File: config.mk
export PLATFORM = sky130hd
export DESIGN_NAME = ascii_can_frame_decoder
export DESIGN_NICKNAME = d
export VERILOG_FILES = /design/src/sv/acfd_pkg.sv /design/src/sv/ascii_can_frame_decoder.sv
export SDC_FILE = /design/constraint.sdc
export NUM_CORES = 1
export LEC_CHECK = 0
export BUFFER_PORTS_ARGS = -buffer_cell sky130_fd_sc_hd__buf_4
export CAP_MARGIN = 20
export CELL_PAD_IN_SITES_DETAIL_PLACEMENT = 1
export CELL_PAD_IN_SITES_GLOBAL_PLACEMENT = 1
export CORE_MARGIN = 4
export CORE_UTILIZATION = 43
export CTS_CLUSTER_SIZE = 8
export DETAILED_ROUTE_END_ITERATION = 6
export GPL_ROUTABILITY_DRIVEN = 1
export PLACE_DENSITY = 0.83
export SETUP_SLACK_MARGIN = 0.1
export SLEW_MARGIN = 0
export SYNTH_ARGS = -nofsm -noshare
export SYNTH_HDL_FRONTEND = slang
export SYNTH_SLANG_ARGS = --single-unit
File: constraint.sdc
create_clock -name clock -period 6.9 [get_ports clock]
set_input_delay 1.725 -clock clock [delete_from_list [all_inputs] [get_ports clock]]
set_output_delay 1.725 -clock clock [all_outputs]
set_load 0.02 [all_outputs]
File: src/sv/acfd_pkg.sv
package acfd_pkg;

   localparam int unsigned MAX_DATA_BYTES = 8;
   localparam int unsigned CHAR_W = 8;
   localparam int unsigned ID_W = 16;
   localparam int unsigned LEN_W = 4;
   localparam int unsigned COUNT_W = 5;

   localparam int unsigned RSP_ID_LSB = 0;
   localparam int unsigned RSP_LEN_LSB = RSP_ID_LSB + ID_W;
   localparam int unsigned RSP_BYTE_LSB = RSP_LEN_LSB + LEN_W;
   localparam int unsigned RSP_USED_W = RSP_BYTE_LSB + 8 * MAX_DATA_BYTES;
   localparam int unsigned RSP_DATA_W = ((RSP_USED_W + 7) / 8) * 8;

   localparam logic [CHAR_W-1:0] START_CHAR = 8'h4D;
   localparam logic [3:0] HEADER_LEN = 4'd11;
   localparam logic [3:0] LEN_POS = 4'd4;
   localparam logic [3:0] ID_FIRST = 4'd6;
   localparam logic [3:0] ID_LAST = 4'd9;

   localparam logic [1:0] SUB_HIGH = 2'd0;
   localparam logic [1:0] SUB_LOW = 2'd1;
   localparam logic [1:0] SUB_SEP = 2'd2;

   typedef logic [7:0] byte_type;

   function automatic logic [3:0] dec_digit(input logic [CHAR_W-1:0] c);
      logic [3:0] value;
      value = 4'd0;
      if (c inside {[8'h30:8'h39]}) begin
         value = c[3:0];
      end
      return value;
   endfunction

   function automatic logic [3:0] hex_digit(input logic [CHAR_W-1:0] c);
      logic [3:0] value;
      value = dec_digit(c);
      if (c inside {[8'h41:8'h46]}) begin
         value = 4'(c[3:0] + 4'd9);
      end
      return value;
   endfunction

endpackage

File: src/sv/ascii_can_frame_decoder.sv
// A character transfer on req is registered and decoded in the next cycle; a frame that
// completes on it is written to the result register, once free, and raises rsp_tvalid.
// Throughput: one character per cycle; req_tready drops only while a finished frame waits
// in the result register and the next registered character would complete another.
// Reset clears the parse phase, the header counter and both valid flags; the data bytes
// are cleared each time a header completes.
module ascii_can_frame_decoder (
   input  logic                            clock,
   input  logic                            reset,
   input  logic                            req_tvalid,
   output logic                            req_tready,
   input  logic [acfd_pkg::CHAR_W-1:0]     req_tdata,  // rx_char
   output logic                            rsp_tvalid,
   input  logic                            rsp_tready,
   // frame_id, frame_length, byte0 .. byte7, zero padding
   output logic [acfd_pkg::RSP_DATA_W-1:0] rsp_tdata,
   output logic                            rsp_tuser   // length_error
);
   import acfd_pkg::*;

   typedef enum logic [1:0] {
      PH_IDLE   = 2'd0,
      PH_HEADER = 2'd1,
      PH_DATA   = 2'd2
   } phase_type;

   logic                  in_valid_ff;
   logic [CHAR_W-1:0]     in_char_ff;

   phase_type             phase_ff, phase_in;
   logic [3:0]            header_count_ff, header_count_in;
   logic [LEN_W-1:0]      length_ff, length_in;
   logic [ID_W-1:0]       id_ff, id_in;
   logic [COUNT_W-1:0]    char_count_ff, char_count_in;
   logic [1:0]            sub_ff, sub_in;
   logic [2:0]            byte_idx_ff, byte_idx_in;
   byte_type              data_ff [MAX_DATA_BYTES];
   byte_type              data_in [MAX_DATA_BYTES];

   logic                  rsp_valid_ff;
   logic [RSP_DATA_W-1:0] rsp_data_ff, rsp_data_in;
   logic                  rsp_user_ff;

   logic                  emit_c;
   logic                  error_c;
   logic                  advance_c;
   logic                  in_header_c;
   logic [3:0]            pos_c;
   logic [LEN_W-1:0]      length_base_c;
   logic [ID_W-1:0]       id_base_c;
   logic [COUNT_W:0]      total_c;

   always_comb begin
      phase_in = phase_ff;
      header_count_in = header_count_ff;
      length_in = length_ff;
      id_in = id_ff;
      char_count_in = char_count_ff;
      sub_in = sub_ff;
      byte_idx_in = byte_idx_ff;
      data_in = data_ff;
      emit_c = 1'b0;
      error_c = 1'b0;
      total_c = 6'({length_ff, 1'b0}) + 6'(length_ff) - 6'd1;

      in_header_c = (phase_ff == PH_HEADER) ||
                    ((phase_ff != PH_DATA) && (in_char_ff == START_CHAR));
      pos_c = (phase_ff == PH_HEADER) ? header_count_ff : 4'd0;
      length_base_c = (phase_ff == PH_HEADER) ? length_ff : '0;
      id_base_c = (phase_ff == PH_HEADER) ? id_ff : '0;

      if (in_header_c) begin
         length_in = length_base_c;
         id_in = id_base_c;
         if (pos_c == LEN_POS) begin
            length_in = dec_digit(in_char_ff);
         end else if ((pos_c >= ID_FIRST) && (pos_c <= ID_LAST)) begin
            id_in = {id_base_c[ID_W-5:0], hex_digit(in_char_ff)};
         end
         header_count_in = 4'(pos_c + 4'd1);
         phase_in = PH_HEADER;
         if (header_count_in == HEADER_LEN) begin
            for (int j = 0; j < MAX_DATA_BYTES; j++) begin
               data_in[j] = '0;
            end
            char_count_in = '0;
            sub_in = SUB_HIGH;
            byte_idx_in = '0;
            if (length_in > LEN_W'(MAX_DATA_BYTES)) begin
               phase_in = PH_IDLE;
               emit_c = 1'b1;
               error_c = 1'b1;
            end else if (length_in == '0) begin
               phase_in = PH_IDLE;
               emit_c = 1'b1;
            end else begin
               phase_in = PH_DATA;
            end
         end
      end else if (phase_ff == PH_DATA) begin
         case (sub_ff)
            SUB_HIGH: begin
               data_in[byte_idx_ff] = {hex_digit(in_char_ff), 4'd0};
               sub_in = SUB_LOW;
            end
            SUB_LOW: begin
               data_in[byte_idx_ff] = 8'(data_ff[byte_idx_ff] + 8'(hex_digit(in_char_ff)));
               sub_in = SUB_SEP;
            end
            default: begin
               sub_in = SUB_HIGH;
               byte_idx_in = 3'(byte_idx_ff + 3'd1);
            end
         endcase
         char_count_in = COUNT_W'(char_count_ff + 5'd1);
         if ({1'b0, char_count_in} >= total_c) begin
            phase_in = PH_IDLE;
            emit_c = 1'b1;
         end
      end

      rsp_data_in = '0;
      rsp_data_in[RSP_ID_LSB +: ID_W] = id_in;
      rsp_data_in[RSP_LEN_LSB +: LEN_W] = length_in;
      for (int j = 0; j < MAX_DATA_BYTES; j++) begin
         rsp_data_in[RSP_BYTE_LSB + 8 * j +: 8] = data_in[j];
      end
   end

   assign advance_c = in_valid_ff && (!emit_c || !rsp_valid_ff || rsp_tready);
   assign req_tready = !in_valid_ff || advance_c;

   always_ff @(posedge clock) begin
      if (reset) begin
         in_valid_ff <= 1'b0;
         phase_ff <= PH_IDLE;
         header_count_ff <= '0;
         rsp_valid_ff <= 1'b0;
      end else begin
         if (req_tready) begin
            in_valid_ff <= req_tvalid;
         end
         if (advance_c) begin
            phase_ff <= phase_in;
            header_count_ff <= header_count_in;
         end
         if (advance_c && emit_c) begin
            rsp_valid_ff <= 1'b1;
         end else if (rsp_tready) begin
            rsp_valid_ff <= 1'b0;
         end
      end
   end

   always_ff @(posedge clock) begin
      if (req_tready && req_tvalid) begin
         in_char_ff <= req_tdata;
      end
      if (advance_c) begin
         length_ff <= length_in;
         id_ff <= id_in;
         char_count_ff <= char_count_in;
         sub_ff <= sub_in;
         byte_idx_ff <= byte_idx_in;
         data_ff <= data_in;
      end
      if (advance_c && emit_c) begin
         rsp_data_ff <= rsp_data_in;
         rsp_user_ff <= error_c;
      end
   end

   assign rsp_tvalid = rsp_valid_ff;
   assign rsp_tdata = rsp_data_ff;
   assign rsp_tuser = rsp_user_ff;

endmodule

==> results of run 1 <==
## worst max-delay path, cell delays in order, from the launching register on
cell,delay [ps]
dfxtp_1,410
nor2b_1,480
nand2_1,220
inv_1,150
ha_1,240
xnor2_1,150
o41ai_1,600
nand4_1,270
a21oi_1,260
nand2_1,100
buf_4,170
## worst min-delay path by stage
stage                  startpoint                 end  slack, ps  depth (start not counted)
2_1_floorplan  header_count_ff[0]  header_count_ff[0]        490                          2
3_3_place_gp   header_count_ff[0]  header_count_ff[0]        510                          2
3_5_place_dp   header_count_ff[0]  header_count_ff[0]        520                          2
4_1_cts        header_count_ff[2]  header_count_ff[2]        560                          2
5_1_grt        header_count_ff[2]  header_count_ff[2]        580                          2
6_report       header_count_ff[2]  header_count_ff[2]        550                          2
## cell usage after synthesis (11+ instances only)
master    count
clkbuf_1     18
a22o_1       39
ha_1         27
edfxtp_1    187
nand3_1      28
o21ai_0      29
a21oi_1      17
xnor2_1      11
nor2_1       43
inv_1        21
nand2_1      38
o22ai_1      22
mux2i_1      11
## registers in the layout, summed over array words and instances, names as in the netlist
signal and flops:
char_count_ff 5, in_valid_ff 1, data_ff 64, id_ff 16
phase_ff 2, header_count_ff 4, rsp_tuser 1, byte_idx_ff 3
length_ff 4, in_char_ff 8, rsp_tvalid 1, rsp_tdata 84
sub_ff 2
## metrics by stage
stage | area, sq um | instances | setup WS (ps) | util, %
final | 10500 | 1047 | 1690 | 51.5
after floorplan | 9040 | 677 | 448 | -
after global routing | 10500 | 1047 | 1460 | 51.5
after detailed placement | 9960 | 1015 | 2200 | 48.7
after CTS | 10500 | 1047 | 1770 | 51.5
after global placement | 9950 | 1014 | 2520 | 48.7
## final cells by class
cell class	count	area, sq um
fillers	2103	9900
flip-flops and latches	195	5780
multi-input cells	426	2990
repair buffers	103	777
clock buffers	17	425
well taps	270	338
clock inverters	15	145
inverters	21	78.8
## cells by family (layout without fill, tap and decap cells)
logic type / count (synthesis) / count (layout) / synth area share (%)
buf+inv: 56 / 156 / 3.09
flops: 195 / 195 / 64.0
fa+ha+maj: 30 / 30 / 4.31
other cells: 1 / 4 / 0.0416
compound gates: 180 / 180 / 14.3
mux: 17 / 17 / 2.41
simple gates: 179 / 179 / 10.3
xor+xnor: 16 / 16 / 1.55
## power by group through the flow
stage	clock network, uW	registers [uW]	logic (uW)
after floorplan	0	1330	62.8
after global placement	0	1330	77.0
after detailed placement	0	1330	83.1
after CTS	991	1300	84.3
after global routing	1050	1310	92.6
final	980	1300	84.0
## layer usage
layer | global-route usage [%] | up-vias | wire [um]
met5 | 0 | - | 0
met4 | 7.72 | 0 | 629
met3 | 4.83 | 50 | 1780
met2 | 35.1 | 292 | 12300
met1 | 27.7 | 3209 | 10200
li1 | - | 2793 | -
==> run metrics, run 1 <==
status=finished clean; Clock Power Share=between 40% and 50%; max-cap violation count=0; Ant. Diodes=0; Synth area leader=edfxtp_1; I/O pin count=between 100 and 150; remaining antenna violation count after routing=0; mapped cell area=about 0.0090 sq mm; Starting Density=around 44%; drt drc=0; post-CTS setup buffer count=0; CTS buffer count=17; r2r setup slk=around 2200 ps; Worst Path Max Fanout=6; Leak=0.00345 uW; Die Height=around 150 um; FF-to-FF End=data_ff[60]; Setup crit start kind=register; nets=between 800 and 900; setup_tns=0 ps; DR vias=between 6000 and 7000; average size of a mapped cell=~13 sq um; GRT overflow=0; initial antenna violation count=0; TritonCTS clock tree=built; clock sinks=roughly 200; Min-Delay Path Class=reg -> reg; Rows=between 50 and 60; number of synthesized flops with an enable pin=approximately 190; Max Fclk=around 190 MHz; Hold WS=554 ps; Core ar.=0.0204 sq mm; Pins Over Slew Limit=0; Crit. Startpoint=phase_ff[0]; CTS Hold Bufs=0; number of hold violations in the final report=0; first-pass GRT wire length=approximately 39000 um; Yosys cell types=slightly above 70; Setup Skew=roughly 11 ps; worst vdd ir=about 0.15 mV; GRT Total Usage=approximately a fifth; Bufs on Longest Clock Path=2; total power=about 2400 uW; vias in the first global route=roughly 6800; die extent in x=approximately 150 um; crit path time final=between 5000 and 6000 ps; end of the critical path=req_tready; final worst-path cycle share=around 75%; drt first pass iters=5; sequential element share of the synthesized area=between 60 and 70%; commonest cells after routing, fill and taps aside=edfxtp_1 (187), buf_4 (102), nor2_1 (42); Area Growth Syn to Fin=16.7%; Post-Synthesis Cells=roughly 670; pwr dens=225 mW/mm^2; flops & latches, synth=around 200; Area contributors post-synth=edfxtp_1 (62%), a22o_1 (3.8%), ha_1 (3.7%); commonest non-fill, non-tap cell in the layout=edfxtp_1; RSZ-0062 raised after global routing=no; die area=0.0234 sq mm; worst r2r src=length_ff[2]; Switching Fraction=a little under a quarter; WP data arrival=around 3500 ps; PostCTS Resize Cnt=0; buffers added on ports=~100; routed vias/inst=6.06; Final Setup Violations=0; async set or reset register ratio after synthesis=0%; root buf cell=clkbuf_16; Critical Path RT=5180 ps; top cell type's share of synthesized area=just over 60%; register share of total power=55.1%; Net Switching=roughly 540 uW; Worst slew margin=between 30% and 40%; Setup crit end kind=output pin; main flop type after synthesis=edfxtp_1; H-tree levels=4; drt total wl=roughly 25000 um; worst reg-to-reg path cell count=15; internal power=between 1500 and 2000 uW; crit path kind=reg -> out; routed len/inst=roughly 24 um; hpwl dp=around 17000 um; share of layout cells above drive strength 1=approximately a fifth; largest net degree at the start of global routing=67; Comb pwr share=3.5%; gpl congestion=just under 1; Synth warnings=0; DR iter-0 viols=710; worst-margin pin slew=around 1000 ps; Clock Latency Late Sink=440 ps; Clock transition at path regs=~70 ps
(Power assumes the default switching activity.)
==> inputs of run 2 (changes only) <==
--- a/config.mk
+++ b/config.mk
@@ -10,11 +10,11 @@
 export CELL_PAD_IN_SITES_DETAIL_PLACEMENT = 1
 export CELL_PAD_IN_SITES_GLOBAL_PLACEMENT = 1
 export CORE_MARGIN = 4
-export CORE_UTILIZATION = 43
+export CORE_UTILIZATION = 48
 export CTS_CLUSTER_SIZE = 8
 export DETAILED_ROUTE_END_ITERATION = 6
 export GPL_ROUTABILITY_DRIVEN = 1
-export PLACE_DENSITY = 0.83
+export PLACE_DENSITY = 0.88
 export SETUP_SLACK_MARGIN = 0.1
 export SLEW_MARGIN = 0
 export SYNTH_ARGS = -nofsm -noshare
==> constraint.sdc (replaced) <==
create_clock -name clock -period 5.01 [get_ports clock]
set_input_delay 1.2525 -clock clock [delete_from_list [all_inputs] [get_ports clock]]
set_output_delay 1.2525 -clock clock [all_outputs]
set_load 0.02 [all_outputs]
==> run metrics, run 2 (synthesis results as in run 1) <==
status=finished clean (unchanged); worst r2r src=in_char_ff[0] (was length_ff[2]); Setup Skew=13.5 ps (was 11.2 ps); Placed Area=0.00997 sq mm (was 0.00996 sq mm); number of hold violations in the final report=0 (unchanged); share of layout cells above drive strength 1=21.3% (was 20.5%); crit path kind=reg -> out (unchanged); routed vias/inst=6.43 (was 6.06); WP data arrival=3420 ps (was 3480 ps); remaining antenna violation count after routing=0 (unchanged); commonest non-fill, non-tap cell in the layout=edfxtp_1 (unchanged); die area=0.0211 sq mm (was 0.0234 sq mm); worst-path cell chain=nor2b_1 -> and2_1 -> inv_1 -> ha_1 -> nand3b_1 -> nor2_1 -> o211ai_1 -> nand4_1 -> a21oi_1 -> nand2_1 -> buf_4 (was nor2b_1 -> nand2_1 -> inv_1 -> ha_1 -> xnor2_1 -> o41ai_1 -> nand4_1 -> a21oi_1 -> nand2_1 -> buf_4); CTS buffer count=17 (unchanged); FF-to-FF End=rsp_tdata[48] (was data_ff[60]); vias in the first global route=6695 (was 6758); first-pass GRT wire length=39500 um (was 39000 um); Worst Path Max Fanout=8 (was 6); crit path time final=4670 ps; initial antenna violation count=0 (unchanged); I/O pin count=103 (unchanged); Final Setup Violations=0 (unchanged); max-cap violation count=0 (unchanged); Die Height=145 um (was 153 um); CP max stage delay=470 ps (was 600 ps); Hold Path Sink=header_count_ff[0] (was header_count_ff[2]); CTS Hold Bufs=0 (unchanged); GRT overflow=0 (unchanged); commonest cells after routing, fill and taps aside=edfxtp_1 (187), buf_4 (110), nor2_1 (42) (was edfxtp_1 (187), buf_4 (102), nor2_1 (42)); root buf cell=clkbuf_16 (unchanged); gpl congestion=0.934 (was 0.986); pwr dens=306 mW/mm^2 (was 225 mW/mm^2); H-tree levels=4 (unchanged); Rows=49 (was 52); hpwl dp=18000 um (was 17400 um); Largest delay share family, worst path=simple AND/OR/NAND/NOR gates (unchanged); Max Fclk=between 200 and 250 MHz; Largest register FFs=84 (unchanged); DR iter-0 viols=739 (was 710); clock sinks=195 (unchanged); GRT Total Usage=24.0% (was 21.2%); Min-Delay Path Class=reg -> reg (unchanged); RSZ-0062 raised after global routing=no (unchanged); Bufs on Longest Clock Path=2 (unchanged); drt first pass iters=6 (was 5); post-CTS setup buffer count=0 (unchanged); Worst slew margin=28.8% (was 33.1%); Critical Path RT=3760 ps (was 5180 ps); Area Growth Syn to Fin=16.6% (was 16.7%); worst reg-to-reg path cell count=14 (was 15); Fillers=1835 (was 2103); Finished Cell Area=0.0105 sq mm (about the same); worst-margin pin slew=1060 ps (was 996 ps); Slowest cell on crit path=nor2b_1 (was o41ai_1); r2r setup slk=520 ps (was 2160 ps); Pins Over Slew Limit=0 (unchanged); Ant. Diodes=0 (unchanged); worst path buffer plus inverter count=2 (unchanged); Setup crit start kind=register (unchanged); Setup crit end kind=output pin (unchanged); drt total wl=25600 um (was 24900 um); DR vias=6517 (was 6344); worst vdd ir=0.247 mV (was 0.146 mV); largest net degree at the start of global routing=54 (was 67); Clock Latency Late Sink=440 ps (about the same); routed len/inst=25.2 um (was 23.8 um); final worst-path cycle share=approximately 93%; setup_tns=0 ps (unchanged); buffers added on ports=98 (unchanged); nets=813 (was 805); Leak=0.00348 uW (was 0.00345 uW); Clock transition at path regs=70 ps (about the same); worst hold path depth=2 (unchanged); Starting Density=49.6% (was 44.2%); Worst Hold Launch=header_count_ff[0] (was header_count_ff[2]); die extent in x=145 um (was 153 um); PostCTS Resize Cnt=0 (unchanged); Core ar.=0.0182 sq mm (was 0.0204 sq mm); TritonCTS clock tree=built (unchanged); drt drc=0 (unchanged)
==> run 2: cell types whose count changed in the layout (fill, tap and decap cells not counted), sizes merged <==
cell,delta
bufinv,-1
buf,+8
clkinvlp,+2
clkinv,-2
clkbuf,+1
==> run 2: worst max-delay path by stage <==
| stage | startpoint | to | slack (ps) | cells after the start |
|---|---|---|---|---|
| 5_1_grt | phase_ff[0] | req_tready | 110 | 10 |
| 4_1_cts | phase_ff[0] | req_tready | 380 | 11 |
| 3_5_place_dp | in_char_ff[0] | data_ff[36] | 590 | 14 |
| 3_3_place_gp | byte_idx_ff[0] | rsp_tdata[56] | 1000 | 13 |
| 6_report | phase_ff[0] | req_tready | 340 | 11 |
| 2_1_floorplan | length_ff[2] | byte_idx_ff[0] | 210 | 15 |
==> run 2: cell type report <==
type / count / area [sq um] / share of cell area, %
clock buffers: 18 / 429 / 4.08
clock inverters: 14 / 120 / 1.14
inverters: 21 / 78.8 / 0.749
multi-input cells: 426 / 2990 / 28.4
flip-flops and latches: 195 / 5780 / 54.9
well taps: 229 / 287 / 2.72
repair buffers: 111 / 846 / 8.04
==> run 2: tightest hold or removal path, delay by kind of cell (launching register included) <==
family | cells | cell delay, ps
flip-flops | 1 | 330
AO/OA/AOI/OAI | 1 | 50
AND/OR/NAND/NOR | 1 | 100
==> run 2: per-stage QoR <==
stage / total power (uW) / worst slack [ps] / utilization, % / std cells / hold WS, ps
3_3_place_gp: 1940 / 1000 / 54.7 / 981 / 506
5_1_grt: 3320 / 109 / 57.8 / 1014 / 546
3_5_place_dp: 1950 / 590 / 54.7 / 981 / 527
2_1_floorplan: 1920 / 213 / - / 677 / 486
6_report: 3220 / 340 / 57.8 / 1014 / 536
4_1_cts: 3240 / 384 / 57.8 / 1013 / 539
==> run 2: routing by layer <==
layer / routed length (um) / global-route usage (%)
met1: 10500 / 32.4
met2: 12500 / 39.3
met3: 2090 / 5.39
met4: 480 / 6.89
met5: 0 / 0
==> run 2: power breakdown <==
| group | leakage, uW | switching, uW | total [uW] | internal [uW] |
|---|---|---|---|---|
| clock | 0.000264 | 657 | 1310 | 652 |
| sequential | 0.00136 | 13.1 | 1800 | 1780 |
| combinational | 0.00185 | 75.7 | 119 | 43.3 |
==> inputs of run 3 (changes only) <==
==> constraint.sdc (replaced) <==
create_clock -name clock -period 5.01 [get_ports clock]
set_input_delay 1.2525 -clock clock [delete_from_list [all_inputs] [get_ports clock]]
set_output_delay 1.2525 -clock clock [all_outputs]
set_load 0.01 [all_outputs]
==> run metrics, run 3 (synthesis results as in run 1) <==
status=finished clean (unchanged); buffers added on ports=98 (unchanged); drt total wl=25500 um (was 25600 um); worst path buffer plus inverter count=3 (was 2); Pins Over Slew Limit=0 (unchanged); I/O pin count=103 (unchanged); largest net degree at the start of global routing=46 (was 54); routed vias/inst=6.39 (was 6.43); Min-Delay Path Class=reg -> reg (unchanged); CTS buffer count=17 (unchanged); Final Setup Violations=0 (unchanged); crit path time final=4550 ps (was 4670 ps); WP data arrival=3300 ps (was 3420 ps); Slowest cell on crit path=edfxtp_1 (was nor2b_1); Worst Path Max Fanout=8 (unchanged); drt first pass iters=5 (was 6); setup_tns=0 ps (unchanged); commonest cells after routing, fill and taps aside=edfxtp_1 (187), buf_4 (108), nor2_1 (42) (was edfxtp_1 (187), buf_4 (110), nor2_1 (42)); number of hold violations in the final report=0 (unchanged); GRT overflow=0 (unchanged); die extent in x=145 um (unchanged); Starting Density=49.6% (unchanged); Largest delay share family, worst path=adder cells (was simple AND/OR/NAND/NOR gates); final worst-path cycle share=90.8% (was 93.2%); vias in the first global route=6684 (was 6695); Rows=49 (unchanged); worst-path cell chain=inv_1 -> ha_1 -> inv_1 -> fa_1 -> a21oi_1 -> xnor2_1 -> ha_1 -> a211oi_1 -> o21ai_0 -> o211ai_1 -> a21oi_1 -> nand2_1 -> buf_4 (was nor2b_1 -> and2_1 -> inv_1 -> ha_1 -> nand3b_1 -> nor2_1 -> o211ai_1 -> nand4_1 -> a21oi_1 -> nand2_1 -> buf_4); max-cap violation count=0 (unchanged); routed len/inst=25.2 um (about the same); Die Height=145 um (unchanged); GRT Total Usage=24.0% (about the same); remaining antenna violation count after routing=0 (unchanged); pwr dens=313 mW/mm^2 (was 306 mW/mm^2); Setup crit start kind=register (unchanged); TritonCTS clock tree=built (unchanged); worst vdd ir=0.252 mV (was 0.247 mV); CTS Hold Bufs=0 (unchanged); Clock transition at path regs=70 ps (about the same); Core ar.=0.0182 sq mm (unchanged); Ant. Diodes=0 (unchanged); Max Fclk=220 MHz (was 214 MHz); Worst slew margin=23.8% (was 28.8%); Leak=0.00349 uW (was 0.00348 uW); CP max stage delay=550 ps (was 470 ps); Largest register FFs=84 (unchanged); root buf cell=clkbuf_16 (unchanged); DR iter-0 viols=740 (was 739); Area Growth Syn to Fin=17.0% (was 16.6%); worst-margin pin slew=1130 ps (was 1060 ps); share of layout cells above drive strength 1=21.3% (about the same); hpwl dp=17700 um (was 18000 um); final design utilization=58.0% (was 57.8%); DR vias=6474 (was 6517); gpl congestion=0.933 (was 0.934); Setup Skew=11.7 ps (was 13.5 ps); Clock Latency Late Sink=450 ps (was 440 ps); Fillers=1817 (was 1835); first-pass GRT wire length=39400 um (was 39500 um); commonest non-fill, non-tap cell in the layout=edfxtp_1 (unchanged); Bufs on Longest Clock Path=2 (unchanged); area of the multi-input gates=0.00299 sq mm (about the same); nets=812 (was 813); Sequential Area=0.00578 sq mm (unchanged); Setup crit end kind=output pin (unchanged); clock sinks=195 (unchanged); RSZ-0062 raised after global routing=no (unchanged); die area=0.0211 sq mm (unchanged); H-tree levels=4 (unchanged); drt drc=0 (unchanged); initial antenna violation count=0 (unchanged); crit path kind=reg -> out (unchanged); Critical Path RT=3760 ps (about the same); post-CTS setup buffer count=0 (unchanged)
==> run 3: cell count changes in the layout (fill, tap and decap cells not counted) <==
cell / delta
inv_6: -1
buf_4: -2
clkinv_2: -2
buf_2: +1
nor2b_1: -1
clkinvlp_4: -1
clkinv_1: +1
bufinv_16: +1
nor2b_2: +1
clkbuf_1: -1
inv_8: +3
==> run 3: layer usage <==
metal / track usage [%] / up-vias / wire [um]
met5: 0 / - / 0
met4: 9.21 / 0 / 755
met3: 5.14 / 71 / 1880
met2: 38.3 / 344 / 12200
met1: 32.6 / 3251 / 10700
li1: - / 2808 / -
==> run 3: worst paths after layout <==
| path | start | to | slack, ps | cells after the start |
|---|---|---|---|---|
| setup / recovery | length_ff[2] | req_tready | 460 | 13 |
| hold / removal | header_count_ff[0] | header_count_ff[0] | 560 | 2 |
| setup reg to reg | in_char_ff[1] | data_ff[52] | 580 | 14 |
| hold reg to reg | header_count_ff[0] | header_count_ff[0] | 560 | 2 |
==> run 3: power breakdown <==
| group | internal [uW] | leakage, uW | switching, uW | total (uW) |
|---|---|---|---|---|
| registers | 1780 | 0.00136 | 13.5 | 1800 |
| logic | 43.4 | 0.00185 | 73.8 | 117 |
| clock network | 711 | 0.000285 | 679 | 1390 |
| total | 2540 | 0.00349 | 766 | 3300 |
==> run 3: worst reg2reg max path, delay by kind of cell (launching register included) <==
kind / cells / cell delay, ps
AO/OA/AOI/OAI: 7 / 1810
adder cells (fa/ha/maj): 2 / 710
buffers and inverters: 2 / 360
flip-flops: 1 / 510
AND/OR/NAND/NOR: 3 / 770
==> run 3: cell type report <==
type,count,area share [%]
tap,229,2.71
clock inverter,15,1.53
sequential,195,54.7
clock buffer,17,4.03
timing repair buffer,110,7.92
multi-input combinational,426,28.3
inverter,21,0.747
==> run 3: through the flow <==
| stage | power (uW) | area, sq um | instances | hold slack, ps | worst slack (ps) |
|---|---|---|---|---|---|
| finish | 3300 | 10600 | 1013 | 556 | 460 |
| global route | 3400 | 10600 | 1013 | 596 | 166 |
| CTS | 3310 | 10500 | 1011 | 560 | 350 |
| detailed placement | 1950 | 9950 | 979 | 552 | 637 |
| global placement | 1940 | 9950 | 979 | 505 | 801 |
| floorplan | 1910 | 9040 | 677 | 486 | 213 |
==> run 3: timing repair <==
item | in CTS | in global routing
gates resized for setup | 0 | 1
setup endpoints to repair | 0 | 1
hold endpoints to repair | 0 | 0
